==> config.mk <==
export PLATFORM = sky130hd
export DESIGN_NAME = bvt_ctrl
export DESIGN_NICKNAME = d
export VERILOG_FILES = /design/src/design/bvt_pkg.sv /design/src/design/bvt_ctrl.sv
export SDC_FILE = /design/constraint.sdc
export NUM_CORES = 1
export LEC_CHECK = 0
export ABC_AREA = 1
export BUFFER_PORTS_ARGS = -buffer_cell sky130_fd_sc_hd__buf_2
export CAP_MARGIN = 25
export CORE_MARGIN = 5
export CORE_UTILIZATION = 45
export DETAILED_ROUTE_END_ITERATION = 10
export PLACE_DENSITY = 0.68
export SYNTH_ARGS = -nofsm -noshare
export SYNTH_HDL_FRONTEND = slang
export SYNTH_SLANG_ARGS = --single-unit
==> constraint.sdc <==
create_clock -name clock -period 3.5 [get_ports clock]
set_clock_uncertainty 0.15 [all_clocks]
set_input_delay 0.525 -clock clock [delete_from_list [all_inputs] [get_ports clock]]
set_output_delay 0.525 -clock clock [all_outputs]
set_load 0.1 [all_outputs]
==> src/design/bvt_pkg.sv <==
// Shared types and constants for the bimodal valley threshold block.
package bvt_pkg;

   // Histogram geometry
   localparam int COUNT_WIDTH_DEF = 20;
   localparam int BIN_WIDTH       = 8;
   localparam logic [BIN_WIDTH-1:0] LAST_BIN   = 8'd255;
   // First scan index at which a centered peak window is complete
   localparam logic [BIN_WIDTH-1:0] WINDOW_IDX = 8'd2;

   // Pixel kinds carried on tuser
   localparam logic KIND_COUNT    = 1'b0;
   localparam logic KIND_BINARIZE = 1'b1;

   // Binary output levels
   localparam logic [BIN_WIDTH-1:0] PIX_WHITE = 8'hFF;
   localparam logic [BIN_WIDTH-1:0] PIX_BLACK = 8'h00;

   // Controller states
   typedef enum logic [2:0] {
      ST_CLEAR,
      ST_IDLE,
      ST_FLUSH,
      ST_PEAK,
      ST_PEAK_END,
      ST_VALLEY,
      ST_VALLEY_END,
      ST_REPORT
   } state_type;

   // Controls from the sequencer to the memory and search datapath
   typedef struct packed {
      logic                 zero_we;
      logic                 peak_rd;
      logic                 valley_rd;
      logic                 search_start;
      logic [BIN_WIDTH-1:0] scan_addr;
   } ctrl_type;

endpackage

==> src/design/bvt_ctrl.sv <==
// Sequencer: clear sweep, peak scan, valley scan with clearing, report.
module bvt_ctrl (
   input  logic              clock,
   input  logic              reset,
   input  logic              last_count,   // counting pixel with last transferred
   input  logic              rsp_free,     // result register can take a new item
   output logic              idle,
   output logic              report_load,
   output bvt_pkg::ctrl_type ctrl
);

   bvt_pkg::state_type state_ff, state_in;
   logic [bvt_pkg::BIN_WIDTH-1:0] scan_ff, scan_in;
   logic scanning;
   logic scan_end;

   assign scanning = (state_ff == bvt_pkg::ST_CLEAR) || (state_ff == bvt_pkg::ST_PEAK) ||
                     (state_ff == bvt_pkg::ST_VALLEY);
   assign scan_end = (scan_ff == bvt_pkg::LAST_BIN);
   assign scan_in  = scanning ? scan_ff + 1'b1 : '0;

   // Next state
   always_comb begin
      state_in = state_ff;
      case (state_ff)
         bvt_pkg::ST_CLEAR:      if (scan_end) state_in = bvt_pkg::ST_IDLE;
         bvt_pkg::ST_IDLE:       if (last_count) state_in = bvt_pkg::ST_FLUSH;
         bvt_pkg::ST_FLUSH:      state_in = bvt_pkg::ST_PEAK;
         bvt_pkg::ST_PEAK:       if (scan_end) state_in = bvt_pkg::ST_PEAK_END;
         bvt_pkg::ST_PEAK_END:   state_in = bvt_pkg::ST_VALLEY;
         bvt_pkg::ST_VALLEY:     if (scan_end) state_in = bvt_pkg::ST_VALLEY_END;
         bvt_pkg::ST_VALLEY_END: state_in = bvt_pkg::ST_REPORT;
         bvt_pkg::ST_REPORT:     if (rsp_free) state_in = bvt_pkg::ST_IDLE;
         default:                state_in = bvt_pkg::ST_CLEAR;
      endcase
   end

   // Outputs
   always_comb begin
      ctrl.zero_we      = (state_ff == bvt_pkg::ST_CLEAR) || (state_ff == bvt_pkg::ST_VALLEY);
      ctrl.peak_rd      = (state_ff == bvt_pkg::ST_PEAK);
      ctrl.valley_rd    = (state_ff == bvt_pkg::ST_VALLEY);
      ctrl.search_start = (state_ff == bvt_pkg::ST_FLUSH);
      ctrl.scan_addr    = scan_ff;
      idle              = (state_ff == bvt_pkg::ST_IDLE);
      report_load       = (state_ff == bvt_pkg::ST_REPORT) && rsp_free;
   end

   always_ff @(posedge clock) begin
      if (reset) begin
         state_ff <= bvt_pkg::ST_CLEAR;
         scan_ff  <= '0;
      end else begin
         state_ff <= state_in;
         scan_ff  <= scan_in;
      end
   end

endmodule

Yosys cells after proc, flatten, opt, wreduce, memory -nomap -nowiden
Index checks and enable logic that the tools add are counted.

operators by class
  $add $sub $neg = 1
  multipliers = 0
  div/mod/pow operators = 0
  $lt $le $gt $ge = 0
  eq/ne operators = 13
  shift-type cells = 0
  mux-type cells = 6
  bitwise logic cells = 1
  reductions and logical operators = 7

operators with widths
  operator             count
  $pmux 3 s8           1
  $mux 3               5
  $eq 3x3->1 const B   4
  $add 8x1->8 const B  1
  $eq 8x8->1 const B   1
  $eq 3x2->1 const B   2
  $ne 2x2->1 const B   3
  $reduce_and 5->1     1
  $ne 2x1->1 const B   2
  $eq 3x1->1 const B   1
  $logic_not 3->1      1
  $logic_or 1x1->1     3
  $reduce_or 2->1      1
  $logic_and 1x1->1    1
  $not 1->1            1

storage, ports and cells
  register bits after elaboration = 11
  latch bits = 0
  RAM bits = 0
  ROM bits = 0
  input bits = 4
  output and inout bits = 14
  logic and storage cells = 30
  memories = 0

Logic depth before layout (Yosys ltp)
  word-level depth = 5
  depth in mapped cells = 8

Worst setup path before layout
Ideal clock, no wire load.

  path type = reg-to-output
  from = reg state_ff[0]
  to = out ctrl[8] in the netlist's numbering
  data arrival time = 2.499 ns
  required time = 2.825 ns
  setup slack = 0.326 ns
  cell stages (with the launch flop) = 3
  path buffers = 1
  path through = dfxtp_1 buf_4 nor3_1

RTL lines
  item                      line            RTL
  start: declaration        bvt_ctrl.sv:12  bvt_pkg::state_type state_ff, state_in;
  start signal: assignment  bvt_ctrl.sv:51  state_ff <= bvt_pkg::ST_CLEAR;
  start signal: assignment  bvt_ctrl.sv:54  state_ff <= state_in;
  end: declaration          bvt_ctrl.sv:9   output bvt_pkg::ctrl_type ctrl

==> reports/summary.txt <==
Layout cells sized above 1 -> 0.287
Seq cells post-synth -> 11
Startpoint types -> flop
Synthesis-to-finish area growth -> 19.2%
Synth area leaders -> dfxtp_1 38%, nor2_1 9.6%, inv_1 7.0%
Layout Nets -> 107
Largest family of logic cells by synthesized area -> simple AND/OR/NAND/NOR gates
Number of routed nets with antenna violations -> 0
Max-slew headroom -> 0.679
Antenna cells -> 0
RD Place Congestion -> 0.821
Layout fillers -> 137
Max VDD drop -> 0.691 mV
Post-Synth Adder-Cell Area -> 0.0213
Top cells by count, synth -> 15 x nor2_1, 11 x dfxtp_1, 11 x inv_1, 11 x nand2_1, 6 x nand3_1
Core Area -> 0.00127 mm^2
Cell count after synthesis -> 82
Status -> finished, final reports clean
Sw Share -> 0.603
Xor/xnor share of the synthesized area -> 0.0746
Routed len/inst -> 9.96 um
Router iterations before antenna repair -> 3
Mapped cell area -> 587 um^2
Comb power frac -> 0.584
Die W -> 46.1 um
Post-route DRC -> 0
Final Power -> 0.648 mW
Non-filler cells, final -> 116
Clk root buf -> clkbuf_4
Cts repair resizes -> 0
Period utilization -> 0.622
Seq/Total Area, Yosys -> 0.375
H-Tree Level Count -> 1
Gr usage total -> 0.135
Worst setup EP type -> primary output
CP max FO -> 10
Final WL -> 1160 um
Pleak -> 0.361 nW
Setup TNS -> 0 ns
Grt total ovfl -> 0
Chip height -> 46.1 um
Num CTS Buffers -> 3
Max Root-Sink Buffers -> 2
Clock sink count -> 11
Post-synth EDFFs -> 0
Worst setup path category -> flop to primary output
Achievable frequency -> 0.460 GHz
Net count after synthesis -> 87
Post-synth ARST share -> 0
Psw -> 0.391 mW
Worst slew pin tran -> 0.485 ns
Pins Over Slew Limit -> 0
Worst endpoint required time -> 2.82 ns
DP Wirelength -> 914 um
RSZ-0062 raised after global routing -> false
Seq pwr share -> 0.282
Post-CTS Setup Repair Bufs -> 0
Tmin final -> 2.18 ns
Vias in the first global route -> 488
Final Hold Fails -> 0
Vias/cell -> 4.72
Simple-Gate Fraction of Synth Area -> 0.326
Synth cell types -> 23
Synth Warn # -> 0
Mux contribution to synthesized area -> 0
Top-count cell post-synth -> nor2_1
# hold bufs at CTS -> 0
Post-synth top area cell -> dfxtp_1
Synth Area in Compound Gates -> 0.0768
DRT iter0 DRCs -> 7
CTS clock-pin slew for the worst setup and hold paths -> 0.07 ns
Hold/Removal Path Class -> flop to flop
Most used DFF post-synth -> dfxtp_1
Clk pwr share -> 0.134
Ports -> 18
Avg Cell Area, Syn -> 7.16 um^2
Crit path DAT -> 1.50 ns
DIE AREA -> 0.00213 mm^2
Global-route wire length before repair -> 2000 um
PD cells -> 927 mW/mm^2
Initial antenna violation count -> 0
Internal Power -> 0.257 mW
DR vias -> 548
Max Cap Viol -> 0
# rows -> 13
Final setup viols -> 0
Starting density of the core -> 0.463
Port Buf Inserts -> 17
Inst Count DP -> 112
Worst-skew pair later-pin latency -> 0.27 ns
CTS tree -> built
Synth top area share -> 0.375
Largest net degree at the start of global routing -> 11
power by group through the flow:
stage / registers [mW] / logic (mW) / clock network, mW
floorplan: 0.257 / 0.270 / 0
global placement: 0.184 / 0.377 / 0
detailed placement: 0.186 / 0.380 / 0
CTS: 0.183 / 0.381 / 0.0911
global route: 0.190 / 0.405 / 0.0962
finish: 0.183 / 0.379 / 0.0871
cell usage in the layout (no fill, tap or decap):
cell type	instances
a21oi_1	4
buf_2	17
clkbuf_4	3
clkinv_2	1
dfxtp_1	11
ha_1	1
inv_1	11
inv_2	2
inv_4	1
nand2_1	11
nand2_2	2
nand3_1	6
nand3_2	1
nand4_1	2
nor2_1	15
nor2_2	1
nor3_1	2
nor3b_2	1
o211ai_1	1
o21ai_0	1
o21ai_1	1
o31ai_1	1
xnor2_1	2
xor2_1	3
critical path: stages, from the launching register on:
cell,delay (ns)
dfxtp_1,0.52
nand3_1,0.19
nand2_1,0.10
buf_2,0.42
cell type report:
class / count / area, um^2 / share of cell area
clock buffer: 3 / 22.5 / 0.0322
clock inverter: 1 / 5.00 / 0.00716
inverter: 14 / 55.1 / 0.0787
multi-input combinational: 55 / 293 / 0.419
sequential: 11 / 220 / 0.315
tap: 15 / 18.8 / 0.0268
timing repair buffer: 17 / 85.1 / 0.122
worst paths after layout:
check | start | cells after the start | to | slack [ns]
min | scan_ff[0] | 1 | scan_ff[0] | 0.31
max reg2reg | scan_ff[0] | 8 | state_ff[0] | 1.99
min reg2reg | scan_ff[0] | 1 | scan_ff[0] | 0.31
max | state_ff[0] | 3 | ctrl[11] | 1.32
logic make-up (layout without fill, tap and decap cells):
logic type / count (synthesis) / after routing
AND/OR/NAND/NOR: 41 / 41
buffers and inverters: 16 / 35
adder cells (fa/ha/maj): 1 / 1
flip-flops: 11 / 11
XOR/XNOR: 5 / 5
AO/OA/AOI/OAI: 8 / 8
per-stage QoR:
| step | cell area, um^2 | hold WS [ns] | util | setup slack [ns] |
|---|---|---|---|---|
| final | 699 | 0.312 | 0.551 | 1.32 |
| after global routing | 699 | 0.359 | 0.551 | 1.22 |
| after CTS | 699 | 0.317 | 0.551 | 1.31 |
| after detailed placement | 672 | 0.299 | 0.530 | 1.57 |
| after global placement | 672 | 0.295 | 0.530 | 1.61 |
| after floorplan | 587 | 0.367 | - | 0.326 |
routing by layer:
| layer | vias up | track usage | part of all wire |
|---|---|---|---|
| li1 | 296 | - | - |
| met1 | 232 | 0.144 | 0.43 |
| met2 | 16 | 0.223 | 0.46 |
| met3 | 4 | 0.0391 | 0.087 |
| met4 | 0 | 0.102 | 0.022 |
| met5 | - | 0 | 0 |
flip-flops by register name, summed over array words and instances (netlist names):
name and count:
scan_ff 8, state_ff 3
Power figures use the tool's default switching activity.
