<file path="src/design/bvt_pkg.sv">
// Shared types and constants for the bimodal valley threshold block.
package bvt_pkg;

   // Histogram geometry
   localparam int COUNT_WIDTH_DEF = 20;
   localparam int BIN_WIDTH       = 8;
   localparam logic [BIN_WIDTH-1:0] LAST_BIN   = 8'd255;
   // First scan index at which a centered peak window is complete
   localparam logic [BIN_WIDTH-1:0] WINDOW_IDX = 8'd2;

   // Pixel kinds carried on tuser
   localparam logic KIND_COUNT    = 1'b0;
   localparam logic KIND_BINARIZE = 1'b1;

   // Binary output levels
   localparam logic [BIN_WIDTH-1:0] PIX_WHITE = 8'hFF;
   localparam logic [BIN_WIDTH-1:0] PIX_BLACK = 8'h00;

   // Controller states
   typedef enum logic [2:0] {
      ST_CLEAR,
      ST_IDLE,
      ST_FLUSH,
      ST_PEAK,
      ST_PEAK_END,
      ST_VALLEY,
      ST_VALLEY_END,
      ST_REPORT
   } state_type;

   // Controls from the sequencer to the memory and search datapath
   typedef struct packed {
      logic                 zero_we;
      logic                 peak_rd;
      logic                 valley_rd;
      logic                 search_start;
      logic [BIN_WIDTH-1:0] scan_addr;
   } ctrl_type;

endpackage

</file>
<file path="src/design/bvt_search.sv">
// Peak and valley search over the histogram as it streams out of memory.
module bvt_search #(
   parameter int COUNT_WIDTH = bvt_pkg::COUNT_WIDTH_DEF
) (
   input  logic                          clock,
   input  logic                          reset,
   input  bvt_pkg::ctrl_type             ctrl,
   input  logic [COUNT_WIDTH-1:0]        rd_data,
   output logic [bvt_pkg::BIN_WIDTH-1:0] threshold,
   output logic [bvt_pkg::BIN_WIDTH-1:0] tallest_peak,
   output logic [bvt_pkg::BIN_WIDTH-1:0] second_peak
);

   localparam int BW = bvt_pkg::BIN_WIDTH;

   logic                   pk_vld_ff, vl_vld_ff;
   logic [BW-1:0]          idx_ff;
   logic [COUNT_WIDTH-1:0] win1_ff, win2_ff;
   logic [COUNT_WIDTH-1:0] top_h_ff, top_h_in, sec_h_ff, sec_h_in;
   logic [BW-1:0]          top_pos_ff, top_pos_in, sec_pos_ff, sec_pos_in;
   logic [COUNT_WIDTH-1:0] min_h_ff, min_h_in, min_ref;
   logic [BW-1:0]          min_pos_ff, min_pos_in;
   logic                   found_ff, found_in;
   logic [BW-1:0]          lo_pos, hi_pos, mid_pos;
   logic                   is_peak, in_range;

   // Bin idx_ff-1 is judged against its two neighbors
   assign mid_pos = idx_ff - 1'b1;
   assign is_peak = pk_vld_ff && (idx_ff >= bvt_pkg::WINDOW_IDX) &&
                    (win1_ff > win2_ff) && (win1_ff > rd_data);

   // Valley range between the two peaks
   assign lo_pos   = (top_pos_ff < sec_pos_ff) ? top_pos_ff : sec_pos_ff;
   assign hi_pos   = (top_pos_ff < sec_pos_ff) ? sec_pos_ff : top_pos_ff;
   assign in_range = vl_vld_ff && (idx_ff >= lo_pos) && (idx_ff < hi_pos);
   assign min_ref  = found_ff ? min_h_ff : top_h_ff;

   // Peak ranking
   always_comb begin
      top_h_in   = top_h_ff;
      top_pos_in = top_pos_ff;
      sec_h_in   = sec_h_ff;
      sec_pos_in = sec_pos_ff;
      if (ctrl.search_start) begin
         top_h_in   = '0;
         top_pos_in = '0;
         sec_h_in   = '0;
         sec_pos_in = '0;
      end else if (is_peak) begin
         if (win1_ff > top_h_ff) begin
            sec_h_in   = top_h_ff;
            sec_pos_in = top_pos_ff;
            top_h_in   = win1_ff;
            top_pos_in = mid_pos;
         end else if (win1_ff > sec_h_ff) begin
            sec_h_in   = win1_ff;
            sec_pos_in = mid_pos;
         end
      end
   end

   // Running minimum, first strict drop wins
   always_comb begin
      min_h_in   = min_h_ff;
      min_pos_in = min_pos_ff;
      found_in   = found_ff;
      if (ctrl.search_start) begin
         found_in = 1'b0;
      end else if (in_range && (min_ref > rd_data)) begin
         min_h_in   = rd_data;
         min_pos_in = idx_ff;
         found_in   = 1'b1;
      end
   end

   always_ff @(posedge clock) begin
      if (reset) begin
         pk_vld_ff <= 1'b0;
         vl_vld_ff <= 1'b0;
         found_ff  <= 1'b0;
      end else begin
         pk_vld_ff <= ctrl.peak_rd;
         vl_vld_ff <= ctrl.valley_rd;
         found_ff  <= found_in;
      end
   end

   always_ff @(posedge clock) begin
      idx_ff     <= ctrl.scan_addr;
      if (pk_vld_ff) begin
         win1_ff <= rd_data;
         win2_ff <= win1_ff;
      end
      top_h_ff   <= top_h_in;
      top_pos_ff <= top_pos_in;
      sec_h_ff   <= sec_h_in;
      sec_pos_ff <= sec_pos_in;
      min_h_ff   <= min_h_in;
      min_pos_ff <= min_pos_in;
   end

   assign threshold    = found_ff ? min_pos_ff : lo_pos;
   assign tallest_peak = top_pos_ff;
   assign second_peak  = sec_pos_ff;

endmodule

</file>
<file path="config.mk">
export PLATFORM = sky130hd
export DESIGN_NAME = bvt_search
export DESIGN_NICKNAME = d
export VERILOG_FILES = /design/src/design/bvt_pkg.sv /design/src/design/bvt_search.sv
export SDC_FILE = /design/constraint.sdc
export NUM_CORES = 1
export LEC_CHECK = 0
export BUFFER_PORTS_ARGS = -buffer_cell sky130_fd_sc_hd__clkbuf_2
export CAP_MARGIN = 20
export CORE_MARGIN = 1
export CORE_UTILIZATION = 57
export CTS_BUF_LIST = sky130_fd_sc_hd__clkbuf_8
export CTS_CLUSTER_SIZE = 28
export DETAILED_ROUTE_END_ITERATION = 8
export PLACE_DENSITY = 0.83
export SYNTH_ARGS = -nofsm -noshare
export SYNTH_HDL_FRONTEND = slang
export SYNTH_SLANG_ARGS = --single-unit
export TNS_END_PERCENT = 100
</file>
<file path="constraint.sdc">
create_clock -name clock -period 5.4 [get_ports clock]
set_clock_uncertainty 0.2 [all_clocks]
set_input_delay 0.27 -clock clock [delete_from_list [all_inputs] [get_ports clock]]
set_output_delay 0.27 -clock clock [all_outputs]
set_load 0.02 [all_outputs]
</file>
# Word-level counts from Yosys, hierarchy flattened

Cells that the tools add are included.

Multiplexer cells: 8
$lt $le $gt $ge: 9
Eq/ne operators: 0
Div/mod/pow operators: 0
Shift-type cells: 0
Multiply operators: 0
Add/subtract/negate cells: 1
Bitwise logic cells: 1
Reductions and logical operators: 11

Operators by type and width:

| operator              | count |
|---|---|
| $gt A20 B20 Y1        | 5 |
| $mux W20              | 3 |
| $mux W8               | 5 |
| $lt A8 B8 Y1          | 2 |
| $ge A8 B2 Y1 const B  | 1 |
| $ge A8 B8 Y1          | 1 |
| $sub A8 B1 Y8 const B | 1 |
| $logic_and A1 B1 Y1   | 6 |
| $reduce_and A2 Y1     | 3 |
| $reduce_bool A2 Y1    | 1 |
| $reduce_or A2 Y1      | 1 |
| $not A1 Y1            | 1 |

Output and inout bits: 24
Register bits after elaboration: 135
Latch bits: 0
Memories kept: 0
Input bits: 34
ROM bits: 0
RAM bits: 0
Word-level logic and storage cells: 42

# Longest topological paths before layout

Gate-level depths: netlist of run 1.

Depth in word-level cells: 7
Mapped depth: 16
Gate-level depth less buffers: 15

# Worst setup path before layout of run 1

No wires, ideal clock.

Kind: flip-flop to flip-flop
Start: reg sec_pos_ff[5], in the netlist second_peak[5]
End: reg min_h_ff[0], enable pin
Cell stages (with the launch flop): 16
Arrival time: 5.024 ns
Path buffers: 1
Path slack: -0.272 ns
Clock period less this slack: 5.672 ns
Cell sequence: dfxtp_1 > inv_1 > ha_1 > a21o_1 > a21o_1 > a21oi_1 > o31a_1 > buf_1 > mux2i_1 > ha_1 > a21oi_1 > nor2b_1 > o21ai_0 > nor4bb_1 > nand4_1 > nor3_1

Word-level cells in the longest chain between the ends: 7

RTL lines:

| element                              | line                               | source |
|---|---|---|
| from (decl)                          | bvt_search.sv:20                   | `logic [BW-1:0] top_pos_ff, top_pos_in, sec_pos_ff, sec_pos_in;` |
| from (signal assigned)               | bvt_search.sv:97                   | `sec_pos_ff <= sec_pos_in;` |
| $lt A8 B8 Y1                         | bvt_search.sv:33, bvt_search.sv:34 |  |
| $mux W8                              | bvt_search.sv:33                   | `assign lo_pos = (top_pos_ff < sec_pos_ff) ? top_pos_ff : sec_pos_ff;` |
| $ge A8 B8 Y1                         | bvt_search.sv:35                   | `assign in_range = vl_vld_ff && (idx_ff >= lo_pos) && (idx_ff < hi_pos);` |
| $logic_and A1 B1 Y1                  | bvt_search.sv:35                   |  |
| $logic_and A1 B1 Y1 *                | bvt_search.sv:35                   |  |
| $logic_and A1 B1 Y1 *                | bvt_search.sv:69                   | `end else if (in_range && (min_ref > rd_data)) begin` |
| $reduce_and A2 Y1 (no source line) * | -                                  |  |
| to (signal assigned)                 | bvt_search.sv:98                   | `min_h_ff <= min_h_in;` |
| to (decl)                            | bvt_search.sv:21                   | `logic [COUNT_WIDTH-1:0] min_h_ff, min_h_in, min_ref;` |

Mark *: on every way between the ends. The rest lies on a longest branch, timed or not.
A chain may end at the register's enable or synchronous reset.

# Worst setup path after layout of run 1

Start: reg sec_pos_ff[5], in the netlist second_peak[5]
End: reg min_h_ff[12], enable pin

Same word-level chain as after synthesis.

==> results of run 1 <==
synth_stat cells (5+ instances only):
cell	instances
nand3_1	54
a211oi_1	13
mux2_1	12
a221o_1	12
a21o_1	11
nor2b_1	7
a21oi_1	72
or4_1	19
o21ai_0	53
mux2i_1	24
inv_1	100
ha_1	124
and4_1	7
buf_2	5
clkbuf_1	35
nand4_1	17
nand2b_1	11
mux2_2	10
dfxtp_1	67
edfxtp_1	68
nand2_1	84
nor2_1	47
a31oi_1	19
nor3_1	5
area by class of cell:
| cell class | instances | area (µm²) | share of cell area [%] |
|---|---|---|---|
| multi-input cells | 650 | 4710 | 48.0 |
| flip-flops and latches | 135 | 3380 | 34.5 |
| repair buffers | 99 | 683 | 6.96 |
| inverters | 100 | 375 | 3.83 |
| clock buffers | 20 | 275 | 2.81 |
| well taps | 184 | 230 | 2.35 |
| clock inverters | 12 | 149 | 1.52 |
cell usage in the layout, fill, tap and decap left out, types with 4 or more instances in the layout:
master / n
buf_4: 11
a21oi_1: 72
edfxtp_1: 68
nor2b_1: 7
inv_1: 100
clkbuf_8: 20
and4_1: 7
nand2b_1: 11
dfxtp_1: 66
mux2_1: 12
and2_1: 4
mux2_2: 10
clkbuf_2: 56
a21o_1: 11
o21ai_0: 53
or4_1: 19
nor3_1: 4
a211oi_1: 12
dlygate4sd3_1: 32
nand2_1: 84
nand3_1: 54
nor4_1: 4
nor2_1: 47
a221o_1: 12
mux2i_1: 24
ha_1: 124
nand4_1: 17
a31oi_1: 19
o211ai_1: 4
per-layer routing:
metal / up-vias / routed length (µm) / track usage [%]
met5: - / 0 / 0
met4: 0 / 449 / 10.5
met3: 42 / 1820 / 5.26
met2: 373 / 9880 / 44.8
met1: 3456 / 9780 / 40.2
li1: 3514 / - / -
logic make-up after synthesis:
kind of cell               count (synthesis)
and+or+nand+nor                          267
AOI/OAI and AO/OA                        207
buffers and inverters                    146
DFF                                      135
adders and majority gates                124
muxes                                     46
xor gates and xnor gates                   6
through the flow:
stage | total power, mW | cell area, µm² | cells
global placement | 1.40 | 9070 | 1136
global route | 2.40 | 9810 | 1200
detailed placement | 1.42 | 9070 | 1136
finish | 2.33 | 9810 | 1200
CTS | 2.31 | 9810 | 1200
floorplan | 1.33 | 8660 | 931
state kept, by name (all words and copies together) (netlist names):
name / count
found_ff: 1
idx_ff: 8
min_h_ff: 20
min_pos_ff: 8
pk_vld_ff: 1
sec_h_ff: 20
second_peak: 8
tallest_peak: 8
top_h_ff: 20
vl_vld_ff: 1
win1_ff: 20
win2_ff: 20
final timing paths:
check / from / end / slack, ps / depth (start not counted)
max reg2reg: second_peak[5] / min_h_ff[12] / 850 / 16
min: ctrl[0] / idx_ff[0] / 260 / 2
max: second_peak[5] / min_h_ff[12] / 850 / 16
min reg2reg: top_h_ff[5] / top_h_ff[5] / 300 / 2
where the power goes:
part,total [mW],leakage (nW),internal (mW),switching [mW]
sequential,1.14,1.17,1.10,0.0393
clock,0.900,0.209,0.491,0.409
combinational,0.287,2.65,0.124,0.163
timing repair:
action / in CTS / in global routing
endpoints found under the hold margin: 51 / 0
hold buffers: 32 / 0
buffers inserted: 0 / 0
==> results.json, run 1 <==
{
  "yosys_warnings": 0,
  "postSynthCellCount": 931,
  "syn-num-nets": 1089,
  "numCtsBuffers": 17,
  "end_kind": "flip-flop",
  "outcome": "completed",
  "wire_per_inst_um": 18.3,
  "finalWorstSetupSlack_ps": 847,
  "holdCritPathClass": "input port to flip-flop",
  "synth_xor_xnor_area_share_pct": 0.607,
  "synthToLayoutAreaGrowth_pct": 13.4,
  "synth_seq_cells": 135,
  "gp_congestion": 0.909,
  "layout.nets": 1161,
  "cts.path.max_buffers": 2,
  "synth_ff_type": "edfxtp_1",
  "tightestPinTransition_ps": 1160,
  "grt_overflow_total": 0,
  "route.detailed.drc": 0,
  "synthAdderAreaFrac_pct": 17.9,
  "vias": 7385,
  "portBuffers": 56,
  "whs_ps": 260,
  "n_antenna_cell": 0,
  "netlist_area_um2": 8650,
  "worst-setup-path-type": "flip-flop to flip-flop",
  "rsz0062_at_grt": "false",
  "dp_slack_ps": 997,
  "synth-edff-count": 68,
  "ys_seq_area_share_pct": 39.1,
  "yosys.area_share.simple_pct": 15.4,
  "ios": 58,
  "worstPathCellList": "inv_1, ha_1, a21o_1, a21o_1, a21oi_1, o31a_1, mux2_2, ha_1, nand2b_1, a21o_1, a21o_1, a21oi_1, o21ai_0, nand4_1, nor3_4, buf_4",
  "final-setup-viol-count": 0,
  "ant_nets": 0,
  "track_usage_pct": 28.8,
  "die-width_um": 125,
  "relSlewSlack_pct": 22.5,
  "path_max_fanout": 27,
  "cts_root_buf": "clkbuf_8",
  "start_util_pct": 59.1,
  "max_stage_delay_ps": 580,
  "synthMuxAreaShare_pct": 5.64,
  "ys_top_cells_by_area": "edfxtp_1 (24%), ha_1 (18%), dfxtp_1 (16%)",
  "drt_iter0_markers": 706,
  "synth_compound_area_share_pct": 14.8,
  "synth_top_cell_area_share_pct": 23.6,
  "avgSynthCellArea_um2": 9.29,
  "drive_gt1_share_pct": 11.5,
  "ir_worst_vdd_v": 0.000238,
  "crit_required_ps": 5310,
  "cpMaxStageDelayCell": "o31a_1",
  "die_h_um": 125,
  "cts_tree": "yes",
  "cts_sinks": 135,
  "htree_num_levels": 4,
  "hold_violations": 0,
  "startpoint_type": "flip-flop",
  "min_period_ps": 4550,
  "grt_pass1_vias": 7052,
  "viasPerCell": 6.15,
  "cts_resized": 0,
  "row_count": 44,
  "fp.coreArea_um2": 14600,
  "cp_num_buf_inv": 2,
  "yosys.area.top_type": "edfxtp_1",
  "clkLatencyLatePin_ps": 460,
  "fin_crit_sh_pct": 84.3,
  "die_area_um2": 15700,
  "grt_start_max_net_pins": 52,
  "utilization_pct": 67.0,
  "fmax_mhz": 220,
  "hpwl_um": 14600,
  "synth_top_family_by_area": "adder cells",
  "slew_viol_final": 0,
  "yosysUniqueCellTypes": 55,
  "drv_cap": 0,
  "wl_um": 21900,
  "arrival_ps": 4460,
  "grt_pass1_wl_um": 35700,
  "async_reset_ff_share_pct": 0,
  "path_common_cell": "a21o_1",
  "critical-path-top-delay-family": "compound AO/OA/AOI/OAI gates",
  "final.fill_count": 1039,
  "drt-pass1-iter-count": 5,
  "p_per_area_nw_per_um2": 237,
  "antenna_found_initial": 0,
  "tns_ps": 0,
  "leakagePower_nw": 4.03,
  "clkTransAtPathRegs_ps": 80
}
Power figures use the tool's default switching activity.
==> inputs of run 2 (changes only) <==
--- a/config.mk
+++ b/config.mk
@@ -8,7 +8,7 @@
 export BUFFER_PORTS_ARGS = -buffer_cell sky130_fd_sc_hd__clkbuf_2
 export CAP_MARGIN = 20
 export CORE_MARGIN = 1
-export CORE_UTILIZATION = 57
+export CORE_UTILIZATION = 60
 export CTS_BUF_LIST = sky130_fd_sc_hd__clkbuf_8
 export CTS_CLUSTER_SIZE = 28
 export DETAILED_ROUTE_END_ITERATION = 8
==> constraint.sdc (replaced) <==
create_clock -name clock -period 4.4 [get_ports clock]
set_clock_uncertainty 0.2 [all_clocks]
set_input_delay 0.22 -clock clock [delete_from_list [all_inputs] [get_ports clock]]
set_output_delay 0.22 -clock clock [all_outputs]
set_load 0.02 [all_outputs]
==> run 2 against run 1 <==
  * Register-to-register slack worse by 590 ps
  * Flip-flop and latch count unchanged
  * Non-clock buffer count up 25
  * Clock power up 7.7%
  * Final area up 1.3%
  * Largest cell class unchanged
  * Critical endpoint is now min_h_ff[19]
  * Largest power group unchanged
  * Clock-buffer cell count down 1
==> results.json, run 2 (synthesis results as in run 1) <==
{
  "rrSetupSlack_ps": 260,
  "mostFrequentLayoutCells": "ha_1 (124), inv_1 (100), nand2_1 (84)",
  "fin_crit_sh_pct": 94.2,
  "die_h_um": 122,
  "final-setup-viol-count": 0,
  "cts_root_buf": "clkbuf_8",
  "row_count": 43,
  "startpoint_type": "flip-flop",
  "grt_pass1_wl_um": 35400,
  "r2r-end": "min_h_ff[19]",
  "p_per_area_nw_per_um2": 275,
  "n_antenna_cell": 0,
  "ir_worst_vdd_v": 0.000322,
  "r2r_cells": 14,
  "min_from": "ctrl[0]",
  "leakagePower_nw": 4.13,
  "hpwl_um": 15500,
  "hold_depth": 2,
  "r2r-start": "second_peak[1]",
  "whs_ps": 204,
  "grt_pass1_vias": 7035,
  "rsz0062_at_grt": "false",
  "cts_tree": "yes",
  "cts_sinks": 135,
  "htree_num_levels": 4,
  "drt-pass1-iter-count": 5,
  "track_usage_pct": 31.2,
  "hold-path-endpoint": "idx_ff[0]",
  "path_max_fanout": 22,
  "ios": 58,
  "outcome": "completed",
  "grt_start_max_net_pins": 52,
  "end_kind": "flip-flop",
  "tns_ps": 0,
  "clkTransAtPathRegs_ps": 80,
  "arrival_ps": 4080,
  "portBuffers": 56,
  "gp_congestion": 0.918,
  "synthToLayoutAreaGrowth_pct": 14.9,
  "dp_slack_ps": 241,
  "total_power_mw": 2.73,
  "antenna_found_initial": 0,
  "clkLatencyLatePin_ps": 460,
  "final_common_cell": "ha_1",
  "die_area_um2": 14900,
  "layout.nets": 1186,
  "die-width_um": 122,
  "drive_gt1_share_pct": 13.6,
  "start_util_pct": 61.8,
  "holdCritPathClass": "input port to flip-flop",
  "viasPerCell": 6.06,
  "route.detailed.drc": 0,
  "wire_per_inst_um": 18.2,
  "tightestPinTransition_ps": 1020,
  "finalWorstSetupSlack_ps": 256,
  "drv_cap": 0,
  "worst-setup-path-type": "flip-flop to flip-flop",
  "fp.coreArea_um2": 14000,
  "vias": 7402,
  "numCtsBuffers": 17,
  "multi_input_area_um2": 4720,
  "min_period_ps": 4140,
  "fmax_mhz": 241,
  "relSlewSlack_pct": 32.1,
  "wl_um": 22200,
  "grt_overflow_total": 0,
  "hold_violations": 0,
  "final.fill_count": 1031,
  "ant_nets": 0,
  "crit_required_ps": 4340,
  "drt_iter0_markers": 660,
  "cts.path.max_buffers": 2,
  "regArea_um2": 3380,
  "slew_viol_final": 0
}
-- run 2: cell types whose count changed in the layout (fill, tap and decap cells not counted), sizes merged --
cell,change
buf,+24
bufinv,-2
clkbuf,-1
clkinv,+3
dlygate4sd3,+1
-- run 2: per-layer routing --
layer / GRT usage, % / share of wire [%] / wire length [µm] / vias to the layer above
met1: 43.2 / 43 / 9460 / 3443
met3: 6.37 / 8.9 / 1970 / 53
met2: 47.4 / 46 / 10200 / 333
met4: 12.7 / 2.6 / 568 / 0
met5: 0 / 0 / 0 / -
li1: - / - / - / 3573
-- run 2: worst max path at each step --
stage                              start  cells after the start            to
after floorplan           second_peak[5]                     15   min_h_ff[0]
after global placement    second_peak[5]                     15  min_h_ff[17]
after detailed placement  second_peak[5]                     15  min_h_ff[17]
after CTS                 second_peak[5]                     15  min_h_ff[19]
after global routing      second_peak[1]                     14  min_h_ff[17]
final                     second_peak[1]                     14  min_h_ff[19]
-- run 2: critical path, stage by stage, from the launching register on --
cell and delay [ps]:
dfxtp_1 400, inv_1 80, ha_1 270, a21o_1 170, a211oi_1 310, o31a_2 310
mux2i_1 240, ha_1 270, a21oi_1 160, nor2b_1 60, o21ai_0 170, nor4bb_1 340
nand4_1 220, nor3_4 280, buf_4 340
-- run 2: through the flow --
stage | cells | util, % | instance area (µm²)
after floorplan | 931 | - | 8660
after global placement | 1156 | 66.1 | 9240
after detailed placement | 1156 | 66.1 | 9240
after CTS | 1221 | 71.1 | 9940
after global routing | 1221 | 71.1 | 9940
final | 1221 | 71.1 | 9940
-- run 2: layout make-up --
| class | instances | area share (%) |
|---|---|---|
| well taps | 180 | 2.27 |
| clock inverters | 13 | 1.06 |
| flip-flops and latches | 135 | 34.0 |
| inverters | 100 | 3.78 |
| repair buffers | 124 | 8.79 |
| multi-input cells | 650 | 47.4 |
| clock buffers | 19 | 2.63 |
-- run 2: timing repair --
item,4_1_cts,5_1_grt
endpoints found under the hold margin,51,0
hold buffers,33,0
gates resized for setup,0,1
buffers inserted,0,0
setup endpoints to repair,0,22
-- run 2: power by group --
part | switching (mW) | internal [mW] | total (mW)
combinational | 0.221 | 0.163 | 0.385
sequential | 0.0293 | 1.35 | 1.38
clock | 0.500 | 0.469 | 0.969
total | 0.751 | 1.98 | 2.73
